**src/rtl/core/bba_pkg.sv**
```systemverilog
// Package of the buddy block allocator: pool geometry, field widths,
// operation and status codes, back-end state encoding and the command record.
// Depends on nothing; every other file of the core imports it.
package bba_pkg;

  localparam int unsigned POOL_LEVEL = 10;
  localparam int unsigned MIN_LEVEL  = 4;
  localparam int unsigned NUM_LEVELS = POOL_LEVEL - MIN_LEVEL + 1;
  localparam int unsigned NUM_UNITS  = 1 << (POOL_LEVEL - MIN_LEVEL);

  localparam int unsigned SIZE_W   = 11;
  localparam int unsigned OFF_W    = POOL_LEVEL;
  localparam int unsigned LEVEL_W  = 4;
  localparam int unsigned STATUS_W = 2;
  localparam int unsigned LVL_W    = $clog2(NUM_LEVELS);
  localparam int unsigned UNIT_W   = POOL_LEVEL - MIN_LEVEL;

  localparam logic [LVL_W-1:0] LVL_TOP = LVL_W'(NUM_LEVELS - 1);

  localparam int unsigned QDEPTH = 2;
  localparam int unsigned QPTR_W = $clog2(QDEPTH);
  localparam int unsigned QCNT_W = $clog2(QDEPTH + 1);

  typedef enum logic {
    MODE_ALLOC = 1'b0,
    MODE_FREE  = 1'b1
  } mode_e;

  typedef enum logic [STATUS_W-1:0] {
    ST_OK        = 2'd0,
    ST_TOO_LARGE = 2'd1,
    ST_NO_FREE   = 2'd2,
    ST_BAD_FREE  = 2'd3
  } status_e;

  typedef enum logic [2:0] {
    BS_IDLE,
    BS_SEARCH,
    BS_SPLIT,
    BS_FLOOK,
    BS_MERGE,
    BS_DONE
  } back_state_e;

  // One classified request as it waits between the front and the back end.
  // The level is stored relative to MIN_LEVEL.
  typedef struct packed {
    mode_e              op;
    status_e            err;
    logic [LVL_W-1:0]   want;
    logic [UNIT_W-1:0]  unit;
  } cmd_t;

endpackage

```
**src/rtl/core/bba_req_if.sv**
```systemverilog
// Request channel of the buddy block allocator: valid, ready and one request.
// Depends on bba_pkg for the field widths.
interface bba_req_if import bba_pkg::*; ();
  logic              valid;
  logic              ready;
  logic              mode;
  logic [SIZE_W-1:0] size_bytes;
  logic [OFF_W-1:0]  address;

  modport source(output valid, mode, size_bytes, address, input ready);
  modport sink(input valid, mode, size_bytes, address, output ready);
endinterface

```
**src/rtl/core/bba_rsp_if.sv**
```systemverilog
// Response channel of the buddy block allocator: valid, ready and one result.
// Depends on bba_pkg for the field widths.
interface bba_rsp_if import bba_pkg::*; ();
  logic                valid;
  logic                ready;
  logic [STATUS_W-1:0] status;
  logic [OFF_W-1:0]    block_offset;
  logic [LEVEL_W-1:0]  block_level;

  modport source(output valid, status, block_offset, block_level, input ready);
  modport sink(input valid, status, block_offset, block_level, output ready);
endinterface

```
**src/rtl/core/buddy_block_allocator_core.sv**
```systemverilog
// Top level of the buddy block allocator: front end, command queue, back end.
// Depends on bba_pkg, bba_req_if, bba_rsp_if, bba_front, bba_cmd_queue, bba_back.
//
//   Channel  Dir  Handshake     Beat contents
//   req_i    in   valid/ready   mode, size_bytes, address
//   rsp_o    out  valid/ready   status, block_offset, block_level
//
// An allocate runs IDLE, a SEARCH step per level from the wanted one upward, a
// SPLIT step per split and DONE; a free runs IDLE, FLOOK, a MERGE step per merge
// plus a final one, and DONE. A request refused unsearched (oversized, misaligned
// or not allocated) runs IDLE, DONE. The sequencer walks one level per cycle.
// Reset frees the whole pool as one top-level block and clears every grant.
// A two-entry queue lets requests be taken while the back end works or a
// response waits; a stalled response stops the back end only at its last step.
module buddy_block_allocator_core import bba_pkg::*; (
  input  logic      clk_i,
  input  logic      rst_ni,
  bba_req_if.sink   req_i,
  bba_rsp_if.source rsp_o
);

  logic push;
  logic full;
  logic pop;
  logic head_valid;
  cmd_t cmd;
  cmd_t head;

  // The front end decodes each request beat into a command: wanted level,
  // block unit and any error that needs no state (oversized request or a
  // misaligned free address).
  bba_front u_front (
    .req_i  (req_i),
    .full_i (full),
    .push_o (push),
    .cmd_o  (cmd)
  );

  // Commands wait here so that new beats are taken while the back end runs.
  bba_cmd_queue u_queue (
    .clk_i        (clk_i),
    .rst_ni       (rst_ni),
    .push_i       (push),
    .cmd_i        (cmd),
    .full_o       (full),
    .pop_i        (pop),
    .head_valid_o (head_valid),
    .head_o       (head)
  );

  // The back end owns all allocator state and carries out one command at a
  // time, removing it from the queue when its response is registered.
  bba_back u_back (
    .clk_i        (clk_i),
    .rst_ni       (rst_ni),
    .head_valid_i (head_valid),
    .head_i       (head),
    .pop_o        (pop),
    .rsp_o        (rsp_o)
  );

  // An error response carries no block.
  assert property (@(posedge clk_i) disable iff (!rst_ni)
    rsp_o.valid && rsp_o.status != ST_OK |->
      rsp_o.block_offset == '0 && rsp_o.block_level == '0)
    else $error("error response with nonzero block fields");

  // A granted or merged block lies within the level range.
  assert property (@(posedge clk_i) disable iff (!rst_ni)
    rsp_o.valid && rsp_o.status == ST_OK |->
      rsp_o.block_level >= LEVEL_W'(MIN_LEVEL) && rsp_o.block_level <= LEVEL_W'(POOL_LEVEL))
    else $error("block level out of range");

  // A block starts on a multiple of its own size.
  assert property (@(posedge clk_i) disable iff (!rst_ni)
    rsp_o.valid && rsp_o.status == ST_OK |->
      (rsp_o.block_offset & ((OFF_W'(1) << rsp_o.block_level) - 1'b1)) == '0)
    else $error("block offset not aligned to its level");

  // The back end removes a command only when one is there.
  assert property (@(posedge clk_i) disable iff (!rst_ni)
    pop |-> head_valid)
    else $error("command removed from an empty queue");

endmodule

```
**src/rtl/core/bba_front.sv**
```systemverilog
// Front end of the buddy block allocator: takes request beats and classifies them.
// Depends on bba_pkg and bba_req_if.
module bba_front import bba_pkg::*; (
  bba_req_if.sink req_i,
  input  logic    full_i,
  output logic    push_o,
  output cmd_t    cmd_o
);

  logic [LVL_W-1:0] want;
  logic             too_large;
  logic             misaligned;

  assign req_i.ready = !full_i;
  assign push_o      = req_i.valid && !full_i;

  // The payload plus a one-byte header fits a block of 2^L bytes exactly
  // when size < 2^L, so the smallest such level is the wanted one.
  always_comb begin
    want = LVL_TOP;
    for (int r = NUM_LEVELS - 1; r >= 0; r--) begin
      if ({1'b0, req_i.size_bytes} < ((SIZE_W + 1)'(1) << (r + MIN_LEVEL))) begin
        want = LVL_W'(r);
      end
    end
  end

  assign too_large  = {1'b0, req_i.size_bytes} >= ((SIZE_W + 1)'(1) << POOL_LEVEL);
  assign misaligned = req_i.address[MIN_LEVEL-1:0] != '0;

  always_comb begin
    cmd_o.op   = mode_e'(req_i.mode);
    cmd_o.want = want;
    cmd_o.unit = req_i.address[POOL_LEVEL-1:MIN_LEVEL];
    cmd_o.err  = ST_OK;
    if (req_i.mode == MODE_ALLOC) begin
      if (too_large) cmd_o.err = ST_TOO_LARGE;
    end else begin
      if (misaligned) cmd_o.err = ST_BAD_FREE;
    end
  end

endmodule

```
**src/rtl/core/bba_cmd_queue.sv**
```systemverilog
// Two-entry command queue that decouples the front end from the back end.
// Depends on bba_pkg for the command record.
module bba_cmd_queue import bba_pkg::*; (
  input  logic clk_i,
  input  logic rst_ni,
  input  logic push_i,
  input  cmd_t cmd_i,
  output logic full_o,
  input  logic pop_i,
  output logic head_valid_o,
  output cmd_t head_o
);

  cmd_t              mem_q [QDEPTH];
  logic [QPTR_W-1:0] wr_ptr_q, wr_ptr_d;
  logic [QPTR_W-1:0] rd_ptr_q, rd_ptr_d;
  logic [QCNT_W-1:0] cnt_q, cnt_d;
  logic              do_pop;

  assign full_o       = cnt_q == QCNT_W'(QDEPTH);
  assign head_valid_o = cnt_q != '0;
  assign head_o       = mem_q[rd_ptr_q];
  assign do_pop       = pop_i && head_valid_o;

  always_comb begin
    wr_ptr_d = wr_ptr_q;
    rd_ptr_d = rd_ptr_q;
    cnt_d    = cnt_q;
    if (push_i) wr_ptr_d = wr_ptr_q + 1'b1;
    if (do_pop) rd_ptr_d = rd_ptr_q + 1'b1;
    if (push_i && !do_pop) cnt_d = cnt_q + 1'b1;
    else if (!push_i && do_pop) cnt_d = cnt_q - 1'b1;
  end

  always_ff @(posedge clk_i or negedge rst_ni) begin
    if (!rst_ni) begin
      wr_ptr_q <= '0;
      rd_ptr_q <= '0;
      cnt_q    <= '0;
    end else begin
      wr_ptr_q <= wr_ptr_d;
      rd_ptr_q <= rd_ptr_d;
      cnt_q    <= cnt_d;
    end
  end

  always_ff @(posedge clk_i) begin
    if (push_i) mem_q[wr_ptr_q] <= cmd_i;
  end

endmodule

```
**src/rtl/core/bba_back.sv**
```systemverilog
// Back end of the buddy block allocator: free bitmaps, level table, the
// split and merge sequencer and the response register.
// Depends on bba_pkg and bba_rsp_if.
module bba_back import bba_pkg::*; (
  input  logic     clk_i,
  input  logic     rst_ni,
  input  logic     head_valid_i,
  input  cmd_t     head_i,
  output logic     pop_o,
  bba_rsp_if.source rsp_o
);

  // Free flags per level (relative level index), one bit per block.
  logic [NUM_UNITS-1:0] free_map_q [NUM_LEVELS];
  logic [NUM_UNITS-1:0] alloc_valid_q;
  logic [LVL_W-1:0]     level_mem [NUM_UNITS];
  logic [LVL_W-1:0]     lvl_rd_q;

  back_state_e      state_q, state_d;
  logic [LVL_W-1:0] lev_q, lev_d;
  logic [OFF_W-1:0] off_q, off_d;

  status_e            res_status_q, res_status_d;
  logic [OFF_W-1:0]   res_off_q, res_off_d;
  logic [LEVEL_W-1:0] res_lvl_q, res_lvl_d;

  logic               out_valid_q, out_valid_d;
  logic [STATUS_W-1:0] out_status_q;
  logic [OFF_W-1:0]   out_off_q;
  logic [LEVEL_W-1:0] out_lvl_q;
  logic               out_load;

  logic                 fm_we;
  logic [LVL_W-1:0]     fm_lvl;
  logic [UNIT_W-1:0]    fm_idx;
  logic                 fm_val;
  logic                 av_we;
  logic                 av_val;
  logic [UNIT_W-1:0]    av_idx;
  logic                 mem_we;
  logic [UNIT_W-1:0]    mem_addr;

  logic [NUM_UNITS-1:0] row;
  logic [LEVEL_W-1:0]   abs_lvl;
  logic [LEVEL_W-1:0]   abs_below;
  logic [UNIT_W-1:0]    low_idx;
  logic [OFF_W-1:0]     found_off;
  logic [UNIT_W-1:0]    cur_idx;
  logic [UNIT_W-1:0]    buddy_idx;
  logic [UNIT_W-1:0]    upper_idx;

  function automatic logic [UNIT_W-1:0] lowest_set(logic [NUM_UNITS-1:0] v);
    logic [UNIT_W-1:0] idx;
    idx = '0;
    for (int i = NUM_UNITS - 1; i >= 0; i--) begin
      if (v[i]) idx = UNIT_W'(i);
    end
    return idx;
  endfunction

  assign row       = free_map_q[lev_q];
  assign abs_lvl   = LEVEL_W'(lev_q) + LEVEL_W'(MIN_LEVEL);
  assign abs_below = abs_lvl - 1'b1;
  assign low_idx   = lowest_set(row);
  assign found_off = OFF_W'(low_idx) << abs_lvl;
  assign cur_idx   = UNIT_W'(off_q >> abs_lvl);
  assign buddy_idx = cur_idx ^ UNIT_W'(1);
  assign upper_idx = UNIT_W'(off_q >> abs_below) | UNIT_W'(1);

  assign out_load = (state_q == BS_DONE) && (!out_valid_q || rsp_o.ready);
  assign pop_o    = out_load;

  // Next state.
  always_comb begin
    state_d = state_q;
    unique case (state_q)
      BS_IDLE: begin
        if (head_valid_i) begin
          if (head_i.err != ST_OK) state_d = BS_DONE;
          else if (head_i.op == MODE_ALLOC) state_d = BS_SEARCH;
          else if (!alloc_valid_q[head_i.unit]) state_d = BS_DONE;
          else state_d = BS_FLOOK;
        end
      end
      BS_SEARCH: begin
        if (row != '0) begin
          state_d = (lev_q == head_i.want) ? BS_DONE : BS_SPLIT;
        end else if (lev_q == LVL_TOP) begin
          state_d = BS_DONE;
        end
      end
      BS_SPLIT: begin
        if (lev_q - 1'b1 == head_i.want) state_d = BS_DONE;
      end
      BS_FLOOK: state_d = BS_MERGE;
      BS_MERGE: begin
        if (!(lev_q != LVL_TOP && row[buddy_idx])) state_d = BS_DONE;
      end
      BS_DONE: begin
        if (out_load) state_d = BS_IDLE;
      end
      default: state_d = BS_IDLE;
    endcase
  end

  // Datapath controls and result capture.
  always_comb begin
    lev_d        = lev_q;
    off_d        = off_q;
    res_status_d = res_status_q;
    res_off_d    = res_off_q;
    res_lvl_d    = res_lvl_q;
    fm_we        = 1'b0;
    fm_lvl       = lev_q;
    fm_idx       = cur_idx;
    fm_val       = 1'b0;
    av_we        = 1'b0;
    av_val       = 1'b0;
    av_idx       = head_i.unit;
    mem_we       = 1'b0;
    mem_addr     = off_q[OFF_W-1:MIN_LEVEL];
    unique case (state_q)
      BS_IDLE: begin
        res_status_d = head_i.err;
        res_off_d    = '0;
        res_lvl_d    = '0;
        lev_d        = head_i.want;
        off_d        = OFF_W'(head_i.unit) << MIN_LEVEL;
        if (head_valid_i && head_i.err == ST_OK && head_i.op == MODE_FREE) begin
          if (alloc_valid_q[head_i.unit]) begin
            av_we = 1'b1;
          end else begin
            res_status_d = ST_BAD_FREE;
          end
        end
      end
      BS_SEARCH: begin
        if (row != '0) begin
          fm_we  = 1'b1;
          fm_idx = low_idx;
          off_d  = found_off;
          if (lev_q == head_i.want) begin
            mem_we       = 1'b1;
            mem_addr     = found_off[OFF_W-1:MIN_LEVEL];
            av_we        = 1'b1;
            av_val       = 1'b1;
            av_idx       = found_off[OFF_W-1:MIN_LEVEL];
            res_status_d = ST_OK;
            res_off_d    = found_off;
            res_lvl_d    = abs_lvl;
          end
        end else if (lev_q == LVL_TOP) begin
          res_status_d = ST_NO_FREE;
        end else begin
          lev_d = lev_q + 1'b1;
        end
      end
      BS_SPLIT: begin
        fm_we  = 1'b1;
        fm_lvl = lev_q - 1'b1;
        fm_idx = upper_idx;
        fm_val = 1'b1;
        lev_d  = lev_q - 1'b1;
        if (lev_q - 1'b1 == head_i.want) begin
          mem_we       = 1'b1;
          av_we        = 1'b1;
          av_val       = 1'b1;
          av_idx       = off_q[OFF_W-1:MIN_LEVEL];
          res_status_d = ST_OK;
          res_off_d    = off_q;
          res_lvl_d    = abs_below;
        end
      end
      BS_FLOOK: lev_d = lvl_rd_q;
      BS_MERGE: begin
        fm_we = 1'b1;
        if (lev_q != LVL_TOP && row[buddy_idx]) begin
          fm_idx = buddy_idx;
          off_d  = off_q & ~(OFF_W'(1) << abs_lvl);
          lev_d  = lev_q + 1'b1;
        end else begin
          fm_val       = 1'b1;
          res_status_d = ST_OK;
          res_off_d    = off_q;
          res_lvl_d    = abs_lvl;
        end
      end
      BS_DONE: ;
      default: ;
    endcase
  end

  always_comb begin
    out_valid_d = out_valid_q;
    if (out_load) out_valid_d = 1'b1;
    else if (rsp_o.ready) out_valid_d = 1'b0;
  end

  always_ff @(posedge clk_i or negedge rst_ni) begin
    if (!rst_ni) begin
      state_q       <= BS_IDLE;
      out_valid_q   <= 1'b0;
      alloc_valid_q <= '0;
      // Only the whole pool is free: one block at the top level.
      for (int l = 0; l < NUM_LEVELS; l++) begin
        free_map_q[l] <= (l == int'(LVL_TOP)) ? NUM_UNITS'(1) : NUM_UNITS'(0);
      end
    end else begin
      state_q     <= state_d;
      out_valid_q <= out_valid_d;
      if (fm_we) free_map_q[fm_lvl][fm_idx] <= fm_val;
      if (av_we) alloc_valid_q[av_idx] <= av_val;
    end
  end

  always_ff @(posedge clk_i) begin
    lev_q        <= lev_d;
    off_q        <= off_d;
    res_status_q <= res_status_d;
    res_off_q    <= res_off_d;
    res_lvl_q    <= res_lvl_d;
    if (out_load) begin
      out_status_q <= res_status_q;
      out_off_q    <= res_off_q;
      out_lvl_q    <= res_lvl_q;
    end
  end

  // Level table: one write port, one registered read port at the head's unit.
  always_ff @(posedge clk_i) begin
    if (mem_we) level_mem[mem_addr] <= head_i.want;
    lvl_rd_q <= level_mem[head_i.unit];
  end

  assign rsp_o.valid        = out_valid_q;
  assign rsp_o.status       = out_status_q;
  assign rsp_o.block_offset = out_off_q;
  assign rsp_o.block_level  = out_lvl_q;

endmodule
```
**src/flat_wrapper.sv**
```systemverilog
// flat-port wrapper written by rule: the top's interface ports become plain ports
module buddy_block_allocator_core_flat import bba_pkg::*;
  (clk_i, rst_ni, req_i_valid, req_i_mode, req_i_size_bytes, req_i_address, req_i_ready, rsp_o_valid, rsp_o_status, rsp_o_block_offset, rsp_o_block_level, rsp_o_ready);
  bba_req_if req_i_i ();
  bba_rsp_if rsp_o_i ();
  input  logic clk_i;
  input  logic rst_ni;
  input wire logic [$bits(req_i_i.valid)-1:0] req_i_valid;
  input wire logic [$bits(req_i_i.mode)-1:0] req_i_mode;
  input wire logic [$bits(req_i_i.size_bytes)-1:0] req_i_size_bytes;
  input wire logic [$bits(req_i_i.address)-1:0] req_i_address;
  output wire logic [$bits(req_i_i.ready)-1:0] req_i_ready;
  output wire logic [$bits(rsp_o_i.valid)-1:0] rsp_o_valid;
  output wire logic [$bits(rsp_o_i.status)-1:0] rsp_o_status;
  output wire logic [$bits(rsp_o_i.block_offset)-1:0] rsp_o_block_offset;
  output wire logic [$bits(rsp_o_i.block_level)-1:0] rsp_o_block_level;
  input wire logic [$bits(rsp_o_i.ready)-1:0] rsp_o_ready;
  assign req_i_i.valid = req_i_valid;
  assign req_i_i.mode = req_i_mode;
  assign req_i_i.size_bytes = req_i_size_bytes;
  assign req_i_i.address = req_i_address;
  assign req_i_ready = req_i_i.ready;
  assign rsp_o_valid = rsp_o_i.valid;
  assign rsp_o_status = rsp_o_i.status;
  assign rsp_o_block_offset = rsp_o_i.block_offset;
  assign rsp_o_block_level = rsp_o_i.block_level;
  assign rsp_o_i.ready = rsp_o_ready;
  buddy_block_allocator_core u_core (.clk_i(clk_i), .rst_ni(rst_ni), .req_i(req_i_i), .rsp_o(rsp_o_i));
endmodule
```
**config.mk**
```make
export PLATFORM = sky130hd
export DESIGN_NAME = buddy_block_allocator_core_flat
export DESIGN_NICKNAME = d
export VERILOG_FILES = /design/src/rtl/core/bba_pkg.sv /design/src/rtl/core/bba_req_if.sv /design/src/rtl/core/bba_rsp_if.sv /design/src/rtl/core/buddy_block_allocator_core.sv /design/src/rtl/core/bba_front.sv /design/src/rtl/core/bba_cmd_queue.sv /design/src/rtl/core/bba_back.sv /design/src/flat_wrapper.sv
export SDC_FILE = /design/constraint.sdc
export NUM_CORES = 1
export LEC_CHECK = 0
export ABC_AREA = 1
export BUFFER_PORTS_ARGS = -buffer_cell sky130_fd_sc_hd__clkbuf_2
export CAP_MARGIN = 30
export CELL_PAD_IN_SITES_DETAIL_PLACEMENT = 0
export CELL_PAD_IN_SITES_GLOBAL_PLACEMENT = 1
export CORE_MARGIN = 3
export CORE_UTILIZATION = 49
export DETAILED_ROUTE_END_ITERATION = 10
export PLACE_DENSITY = 0.79
export SYNTH_ARGS = -nofsm -noshare
export SYNTH_HDL_FRONTEND = slang
export SYNTH_HIERARCHICAL = 1
export SYNTH_SLANG_ARGS = --single-unit
```
**constraint.sdc**
```tcl
create_clock -name clk_i -period 5.7 [get_ports clk_i]
set_input_delay 1.14 -clock clk_i [delete_from_list [all_inputs] [get_ports clk_i]]
set_output_delay 1.14 -clock clk_i [all_outputs]
set_load 0.02 [all_outputs]
```
==> results of run 1 <==
==> worst paths after layout <==
path | cells after the start | endpoint | start | slack [ns]
setup / recovery | 71 | u_core/u_back/level_mem[44][2]$_DFFE_PP_ | u_core/u_back/lev_q[0]$_DFFE_PP_ | -0.27
hold reg to reg | 0 | u_core/u_back/rsp_o.status[0]$_DFFE_PP_ | u_core/u_back/res_status_q[0]$_SDFFCE_PN0P_ | 0.42
setup reg to reg | 71 | u_core/u_back/level_mem[44][2]$_DFFE_PP_ | u_core/u_back/lev_q[0]$_DFFE_PP_ | -0.27
hold / removal | 0 | u_core/u_back/rsp_o.status[0]$_DFFE_PP_ | u_core/u_back/res_status_q[0]$_SDFFCE_PN0P_ | 0.42
min in group asynchronous | 1 | u_core/u_back/alloc_valid_q[28]$_DFFE_PN0P_ | rst_ni | 0.52
max in group asynchronous | 2 | u_core/u_back/free_map_q[422]$_DFFE_PN0P_ | rst_ni | 3.92
==> critical path: cells and delay by family, from the launching register on <==
kind | cells | cell delay (ns)
buffers and inverters | 10 | 1.31
AO/OA/AOI/OAI | 3 | 0.64
flip-flops | 1 | 0.42
AND/OR/NAND/NOR | 58 | 3.28
==> through the flow <==
stage | hold WS (ns) | power (mW)
floorplan | 0.400 | 15.8
global placement | 0.403 | 22.3
detailed placement | 0.406 | 22.3
CTS | 0.419 | 28.6
global route | 0.418 | 31.2
finish | 0.417 | 29.4
==> layout make-up <==
type / instances / area share, %
sequential: 784 / 43.8
multi-input combinational: 3196 / 33.9
timing repair buffer: 479 / 8.67
clock buffer: 119 / 5.01
inverter: 601 / 4.78
tap: 1050 / 2.75
clock inverter: 42 / 1.09
timing repair inverter: 1 / 0.0105
==> layout by cell type (no fill, tap or decap), types with 49 or more instances in the layout <==
master / instances
sky130_fd_sc_hd__nor2_4: 117
sky130_fd_sc_hd__nand3_1: 96
sky130_fd_sc_hd__o22ai_1: 84
sky130_fd_sc_hd__dfrtp_1: 519
sky130_fd_sc_hd__nand2_1: 1151
sky130_fd_sc_hd__edfxtp_1: 261
sky130_fd_sc_hd__o21ai_0: 520
sky130_fd_sc_hd__nor2_1: 548
sky130_fd_sc_hd__mux2i_1: 49
sky130_fd_sc_hd__clkbuf_16: 89
sky130_fd_sc_hd__a21oi_1: 127
sky130_fd_sc_hd__buf_4: 364
sky130_fd_sc_hd__o21ai_1: 149
sky130_fd_sc_hd__inv_1: 564
==> metal layers <==
metal	track usage (%)	part of all wire [%]	wire (um)	vias up
li1	-	-	-	16400
met1	37.8	43	52000	16300
met2	47.4	48	58600	1029
met3	3.57	5.5	6720	204
met4	9.68	3.3	4060	0
met5	0	0	0	-
==> power by group <==
group | total (mW) | switching (mW) | internal (mW)
Clock | 5.71 | 2.38 | 3.33
Sequential | 7.20 | 0.364 | 6.84
Combinational | 16.5 | 11.1 | 5.41
Total | 29.4 | 13.9 | 15.6
==> cells by family after synthesis <==
| logic type | count (synthesis) |
|---|---|
| simple gates | 2062 |
| buf+inv | 850 |
| flops | 784 |
| mux | 70 |
| xor+xnor | 8 |
| compound gates | 1046 |
| fa+ha+maj | 9 |
==> timing repair <==
item,in CTS,in global routing
setup buffers,14,27
cloned,2,4
resized for setup,198,152
pin swaps,24,49
endpoints found under the setup margin,610,715
==> flip-flops by register name, indices dropped and copies added, names as in the netlist <==
signal	cells
u_core/u_queue/cnt_q	2
u_core/u_queue/mem_q	24
u_core/u_back/alloc_valid_q	64
u_core/u_back/off_q	10
u_core/u_back/rsp_o.block_offset	10
u_core/u_back/res_off_q	10
u_core/u_back/res_lvl_q	4
u_core/u_back/lev_q	3
u_core/u_back/lvl_rd_q	3
u_core/u_back/free_map_q	448
u_core/u_back/rsp_o.block_level	4
u_core/u_back/level_mem	192
u_core/u_queue/rd_ptr_q	1
u_core/u_back/rsp_o.valid	1
u_core/u_back/state_q	3
u_core/u_back/res_status_q	2
u_core/u_queue/wr_ptr_q	1
u_core/u_back/rsp_o.status	2
==> impl_results.md, run 1 <==
- Status: finished, violations left
- Violations in the final reports: negative setup slack
- Count of clock tree sinks: 784
- Post-place setup slack: -0.576 ns
- Cells after DPL: 6064
- Worst slew slack as a fraction of its limit: 34.1%
- Die height: 290 um
- TritonCTS clock tree: done
- Worst Max-Slew Pin Slew: 0.989 ns
- Root Buffer Master: sky130_fd_sc_hd__clkbuf_16
- Synthesized netlist cell count: 4829
- Nature of the critical path startpoint: flop
- Clock input transition at the sequential cells of the worst setup and hold paths: 0.06 ns
- Post-synth design cell area: 39600 um2
- Register cell area after layout: 20900 um2
- Maximum clock rate: 168 MHz
- Clock network latency to the later pin of the worst-skew pair: 0.66 ns
- WP data arrival: 6.32 ns
- Most frequent cells after synthesis: sky130_fd_sc_hd__nand2_1, sky130_fd_sc_hd__nor2_1, sky130_fd_sc_hd__inv_1, sky130_fd_sc_hd__o21ai_0, sky130_fd_sc_hd__dfrtp_1
- Leakage component of the power: 22.4 nW
- Maximum number of pins on one net before global-route repair: 124
- Initial antenna violation count: 0
- Total power density per cell area: 616 nW/um2
- Share of the synthesized netlist area taken by xor and xnor gates: 0.177%
- Die boundary width: 290 um
- Maximum count of clock buffers along a single path: 3
- Worst setup path class: reg -> reg
- Critical path required time: 6.06 ns
- Most instantiated flip-flop cell in the synthesis netlist: sky130_fd_sc_hd__dfrtp_1
- DR WL/cell: 19.3 um
- Floorplan Core Area: 79500 um2
- Number of failing hold endpoints at the final stage: 0
- Number of iterations in the first detailed-routing pass: 6
- Multi-input gate area in the final layout: 16200 um2
- Remaining number of nets flagged by the antenna check after routing: 0
- Hold Crit Class: reg -> reg
- # IOs: 44
- Post-layout worst setup margin: -0.266 ns
- Capturing element type of the critical path: flop
- Crit-path slowest cell: sky130_fd_sc_hd__edfxtp_1
- Detailed router's first-iteration violation count: 2907
- Post-synthesis area per instance: 8.19 um2
- Number of global-route vias before repair: 32700
- Cell with the most instances after synthesis: sky130_fd_sc_hd__nand2_1
- Post-layout nets: 5184
- Average via count per standard cell: 5.40
- Top-area cell type share of the netlist area: 32.8%
- Synthesized net count: 4864
- Unique cell type count in the Yosys netlist: 59
- Cell area after placement: 43200 um2
- Combined global-route utilization of all metal layers: 28.2%
- Final std cell area, no fill: 47800 um2
- Global placer's final weighted congestion: 0.924
- Share of synthesized flip-flops with an asynchronous set or reset: 66.3%
- Final Setup Violations: 316
- Post-DP HPWL: 78100 um
- Max-cap violations: 0
- Count of vias placed by the detailed router: 33900
- Post-route DRC violation count: 0
- Post-Route Setup TNS: -43.11 ns
- Initial Util: 49.7%
- Cell type with the highest aggregate area in the netlist: sky130_fd_sc_hd__dfrtp_1
- Standard-cell rows: 103
- Ranking of synthesized cells by area: sky130_fd_sc_hd__dfrtp_1, sky130_fd_sc_hd__edfxtp_1, sky130_fd_sc_hd__nand2_1
- Most used cell, CP: sky130_fd_sc_hd__nand2_1
- Yosys Warn Count: 6
- Area fraction in and, or, nand and nor cells after synthesis: 21.2%
- Die area: 84200 um2
- Adder and majority gate portion of the synthesized area: 0.285%
- I/O Buffers: 39
- Total clock buffers created by CTS: 86
- Share of post-route cells with drive strength above 1: 17.2%
- Sequential fraction of the synthesis area: 52.9%
- Post-route clock period utilization: 105%
- RSZ-0062 raised after global routing: true
- Final worst clock skew: 0.0365 ns
- Peak per-stage delay on the critical path: 0.42 ns
- CP max FO: 26
- Final number of max-transition violations: 0
- Worst IR Drop VDD: 0.687 mV
- Number of flip-flops and latches in the synthesized netlist: 784
- Final standard cell count with taps included and fillers excluded: 6272
- Number of enable flip-flop cells after synthesis: 261
- Crit path time final: 5.97 ns
- Post-CTS Hold Fix Bufs: 0
- Final core utilization: 60.1%
- H-tree lvl count: 3
- Congestion Overflow GR: 0
- Total wirelength of the detailed-routed design: 121000 um
- Number of diodes: 0
- Wire length of the first global-routing pass: 188000 um
- Multiplexer area fraction after synthesis: 1.84%
- Layout area overhead: 20.8%
- Number of fill cells: 7015
- Main combinational cell family by area after synthesis: simple AND/OR/NAND/NOR gates
- Compound-gate portion of the synthesized area: 14.6%
No activity file was read; power rests on OpenSTA's default activity.
==> inputs of run 2 (changes only) <==
CORE_ASPECT_RATIO = 1.75   (was default)
==> run 2 against run 1 <==
The flow still finishes with violations (negative setup slack). Core utilization fell by 0.45 points. Sequential share of layout area up 0.13 points. Design area fell by 0.30%. Critical endpoint is now u_core/u_back/level_mem[58][2]$_DFFE_PP_.
==> impl_results.md, run 2 (synthesis results as in run 1) <==
- Critical path required time: 6.06 ns (about the same)
- Violations in the final reports: negative setup slack
- Hold Crit Class: reg -> reg
- Root Buffer Master: sky130_fd_sc_hd__clkbuf_16
- Die boundary width: 221 um (-24%)
- Global placer's final weighted congestion: 0.929 (+0.54%)
- R2r setup slk: -0.18 ns (+0.09 ns)
- Number of fill cells: 7250 (+3.3%)
- Worst IR Drop VDD: 0.501 mV (-27%)
- Detailed router's first-iteration violation count: 2337 (-20%)
- Most used cell, CP: sky130_fd_sc_hd__nand2_1
- Capturing element type of the critical path: flop
- RSZ-0062 raised after global routing: true
- Post-route clock period utilization: 103% (-1.5 points)
- Final number of max-transition violations: 0 (unchanged)
- Met2 routed WL: 66300 um (+13%)
- Peak per-stage delay on the critical path: 0.44 ns (+0.02 ns)
- Final worst clock skew: 0.0327 ns (-0.00372 ns)
- Max-cap violations: 0 (unchanged)
- Average via count per standard cell: 5.46 (+1.0%)
- Number of iterations in the first detailed-routing pass: 6 (unchanged)
- Maximum clock rate: 170 MHz (+1.5%)
- Max reg flops: 448 (unchanged)
- Worst slew slack as a fraction of its limit: 31.6% (-2.5 points)
- Total wirelength of the detailed-routed design: 129000 um (+6.4%)
- Clock network latency to the later pin of the worst-skew pair: 0.67 ns (about the same)
- Congestion Overflow GR: 0 (unchanged)
- Wire length of the first global-routing pass: 198000 um (+4.9%)
- Number of failing hold endpoints at the final stage: 0 (unchanged)
- Die height: 382 um (+32%)
- Leading cell types in the layout, fill and taps excluded: sky130_fd_sc_hd__nand2_1, sky130_fd_sc_hd__inv_1, sky130_fd_sc_hd__nor2_1
- Clock input transition at the sequential cells of the worst setup and hold paths: 0.06 ns (about the same)
- Initial antenna violation count: 0 (unchanged)
- Post-layout nets: 5183 (-0.019%)
- Maximum number of pins on one net before global-route repair: 122 (-1.6%)
- Floorplan Core Area: 79900 um2 (+0.46%)
- Total met3 wirelength after detailed routing: 5860 um (-13%)
- Number of diodes: 0 (unchanged)
- Initial Util: 49.5% (-0.23 points)
- Uppermost metal layer occupied by signal nets: met4
- Layout area overhead: 20.4%
- TritonCTS clock tree: done
- Final Setup Violations: 556 (+76%)
- DR WL/cell: 20.6 um (+6.7%)
- WP data arrival: 6.24 ns (-0.08 ns)
- Post-Route Setup TNS: -47.38 ns (-4.26 ns)
- Worst hold slack across all endpoints: 0.422 ns (+0.00498 ns)
- # IOs: 44 (unchanged)
- Commonest non-fill, non-tap cell in the layout: sky130_fd_sc_hd__nand2_1
- I/O Buffers: 39 (unchanged)
- Count of clock tree sinks: 784 (unchanged)
- Total clock buffers created by CTS: 76 (-12%)
- Worst Max-Slew Pin Slew: 1.02 ns (+0.0331 ns)
- Post-route DRC violation count: 0 (unchanged)
- Status: finished, violations left
- Crit-path slowest cell: sky130_fd_sc_hd__edfxtp_1
- Leakage component of the power: 22.3 nW (-0.44%)
- Combined global-route utilization of all metal layers: 30.8% (+2.6 points)
- Crit path time final: 5.88 ns (-0.0861 ns)
- Length of routed wiring on met1: 48700 um (-6.2%)
- Total power density per cell area: 622 nW/um2 (+0.89%)
- Standard-cell rows: 137 (+33%)
- Post-CTS Hold Fix Bufs: 0 (unchanged)
- Nature of the critical path startpoint: flop
- Post-DP HPWL: 87700 um (+12%)
- H-tree lvl count: 3 (unchanged)
- Count of vias placed by the detailed router: 34100 (+0.72%)
- Post-layout worst setup margin: -0.179 ns (+0.0861 ns)
- Number of global-route vias before repair: 34000 (+4.2%)
- Largest register by flop count: u_core/u_back/free_map_q
- Leading registers by flop count: u_core/u_back/free_map_q: 448 flops, u_core/u_back/level_mem: 192 flops, u_core/u_back/alloc_valid_q: 64 flops
- Maximum count of clock buffers along a single path: 3 (unchanged)
- Remaining number of nets flagged by the antenna check after routing: 0 (unchanged)
- Worst setup path class: reg -> reg
- Final core utilization: 59.6% (-0.45 points)
- Die area: 84300 um2 (+0.16%)
- CP max FO: 13 (-50%)
- Share of post-route cells with drive strength above 1: 17.4% (+0.25 points)
==> run 2: changes by cell type in the layout (fill, tap and decap cells not counted), sizes merged <==
| cell | change |
|---|---|
| inv | +3 |
| clkinv | -6 |
| clkbuf | -23 |
| clkinvlp | +3 |
| bufinv | -1 |
| buf | +13 |
==> run 2: cell type report <==
class | count | area (um2) | share of cell area, %
Clock inverter | 41 | 440 | 0.925
Tap cell | 1042 | 1300 | 2.74
Timing Repair inverter | 1 | 7.51 | 0.0158
Inverter | 601 | 2300 | 4.83
Sequential cell | 784 | 20900 | 43.9
Clock buffer | 100 | 2110 | 4.44
Timing Repair Buffer | 488 | 4300 | 9.02
Multi-Input combinational cell | 3196 | 16300 | 34.1
==> run 2: worst paths after layout <==
path                                                                  to  depth (start not counted)                                      from
setup / recovery                u_core/u_back/level_mem[58][2]$_DFFE_PP_                         71          u_core/u_back/lev_q[0]$_DFFE_PP_
hold / removal             u_core/u_back/rsp_o.block_offset[5]$_DFFE_PP_                          0  u_core/u_back/res_off_q[5]$_SDFFCE_PP0P_
setup reg to reg                u_core/u_back/level_mem[58][2]$_DFFE_PP_                         71          u_core/u_back/lev_q[0]$_DFFE_PP_
hold reg to reg            u_core/u_back/rsp_o.block_offset[5]$_DFFE_PP_                          0  u_core/u_back/res_off_q[5]$_SDFFCE_PP0P_
max in group asynchronous      u_core/u_back/free_map_q[344]$_DFFE_PN0P_                          2                                    rst_ni
min in group asynchronous      u_core/u_back/free_map_q[293]$_DFFE_PN0P_                          1                                    rst_ni
==> run 2: layer usage <==
| layer | vias up | GRT usage (%) |
|---|---|---|
| met5 | - | 0 |
| met4 | 0 | 17.5 |
| met3 | 341 | 3.69 |
| met2 | 892 | 54.9 |
| met1 | 16500 | 35.3 |
| li1 | 16300 | - |
==> run 2: per-stage QoR <==
step | area, um2 | setup slack [ns] | cells | power [mW]
after floorplan | 39600 | 0.644 | 4829 | 15.8
after global placement | 43500 | -0.647 | 6077 | 23.2
after detailed placement | 43500 | -0.636 | 6078 | 23.2
after CTS | 47100 | -0.203 | 6235 | 29.1
after global routing | 47600 | -0.844 | 6253 | 31.2
final | 47600 | -0.179 | 6253 | 29.6
==> run 2: critical path, delay by kind of cell (launching register included) <==
kind                   cells  cell delay [ns]
AOI/OAI and AO/OA          3             0.68
buffers and inverters      7             0.83
DFF                        1             0.44
and+or+nand+nor           61             3.59
==> run 2: repair_timing <==
action                                 4_1_cts  5_1_grt
setup endpoints to repair                  706      715
setup buffers                               16       15
gates resized for setup                    238      103
endpoints found under the hold margin        0        0
gates cloned                                 0        4
pin swaps                                   36       64
==> run 2: power by group <==
part	internal, mW	total [mW]	switching, mW
Clock	2.96	5.22	2.26
Sequential	6.84	7.24	0.404
Combinational	5.62	17.2	11.5
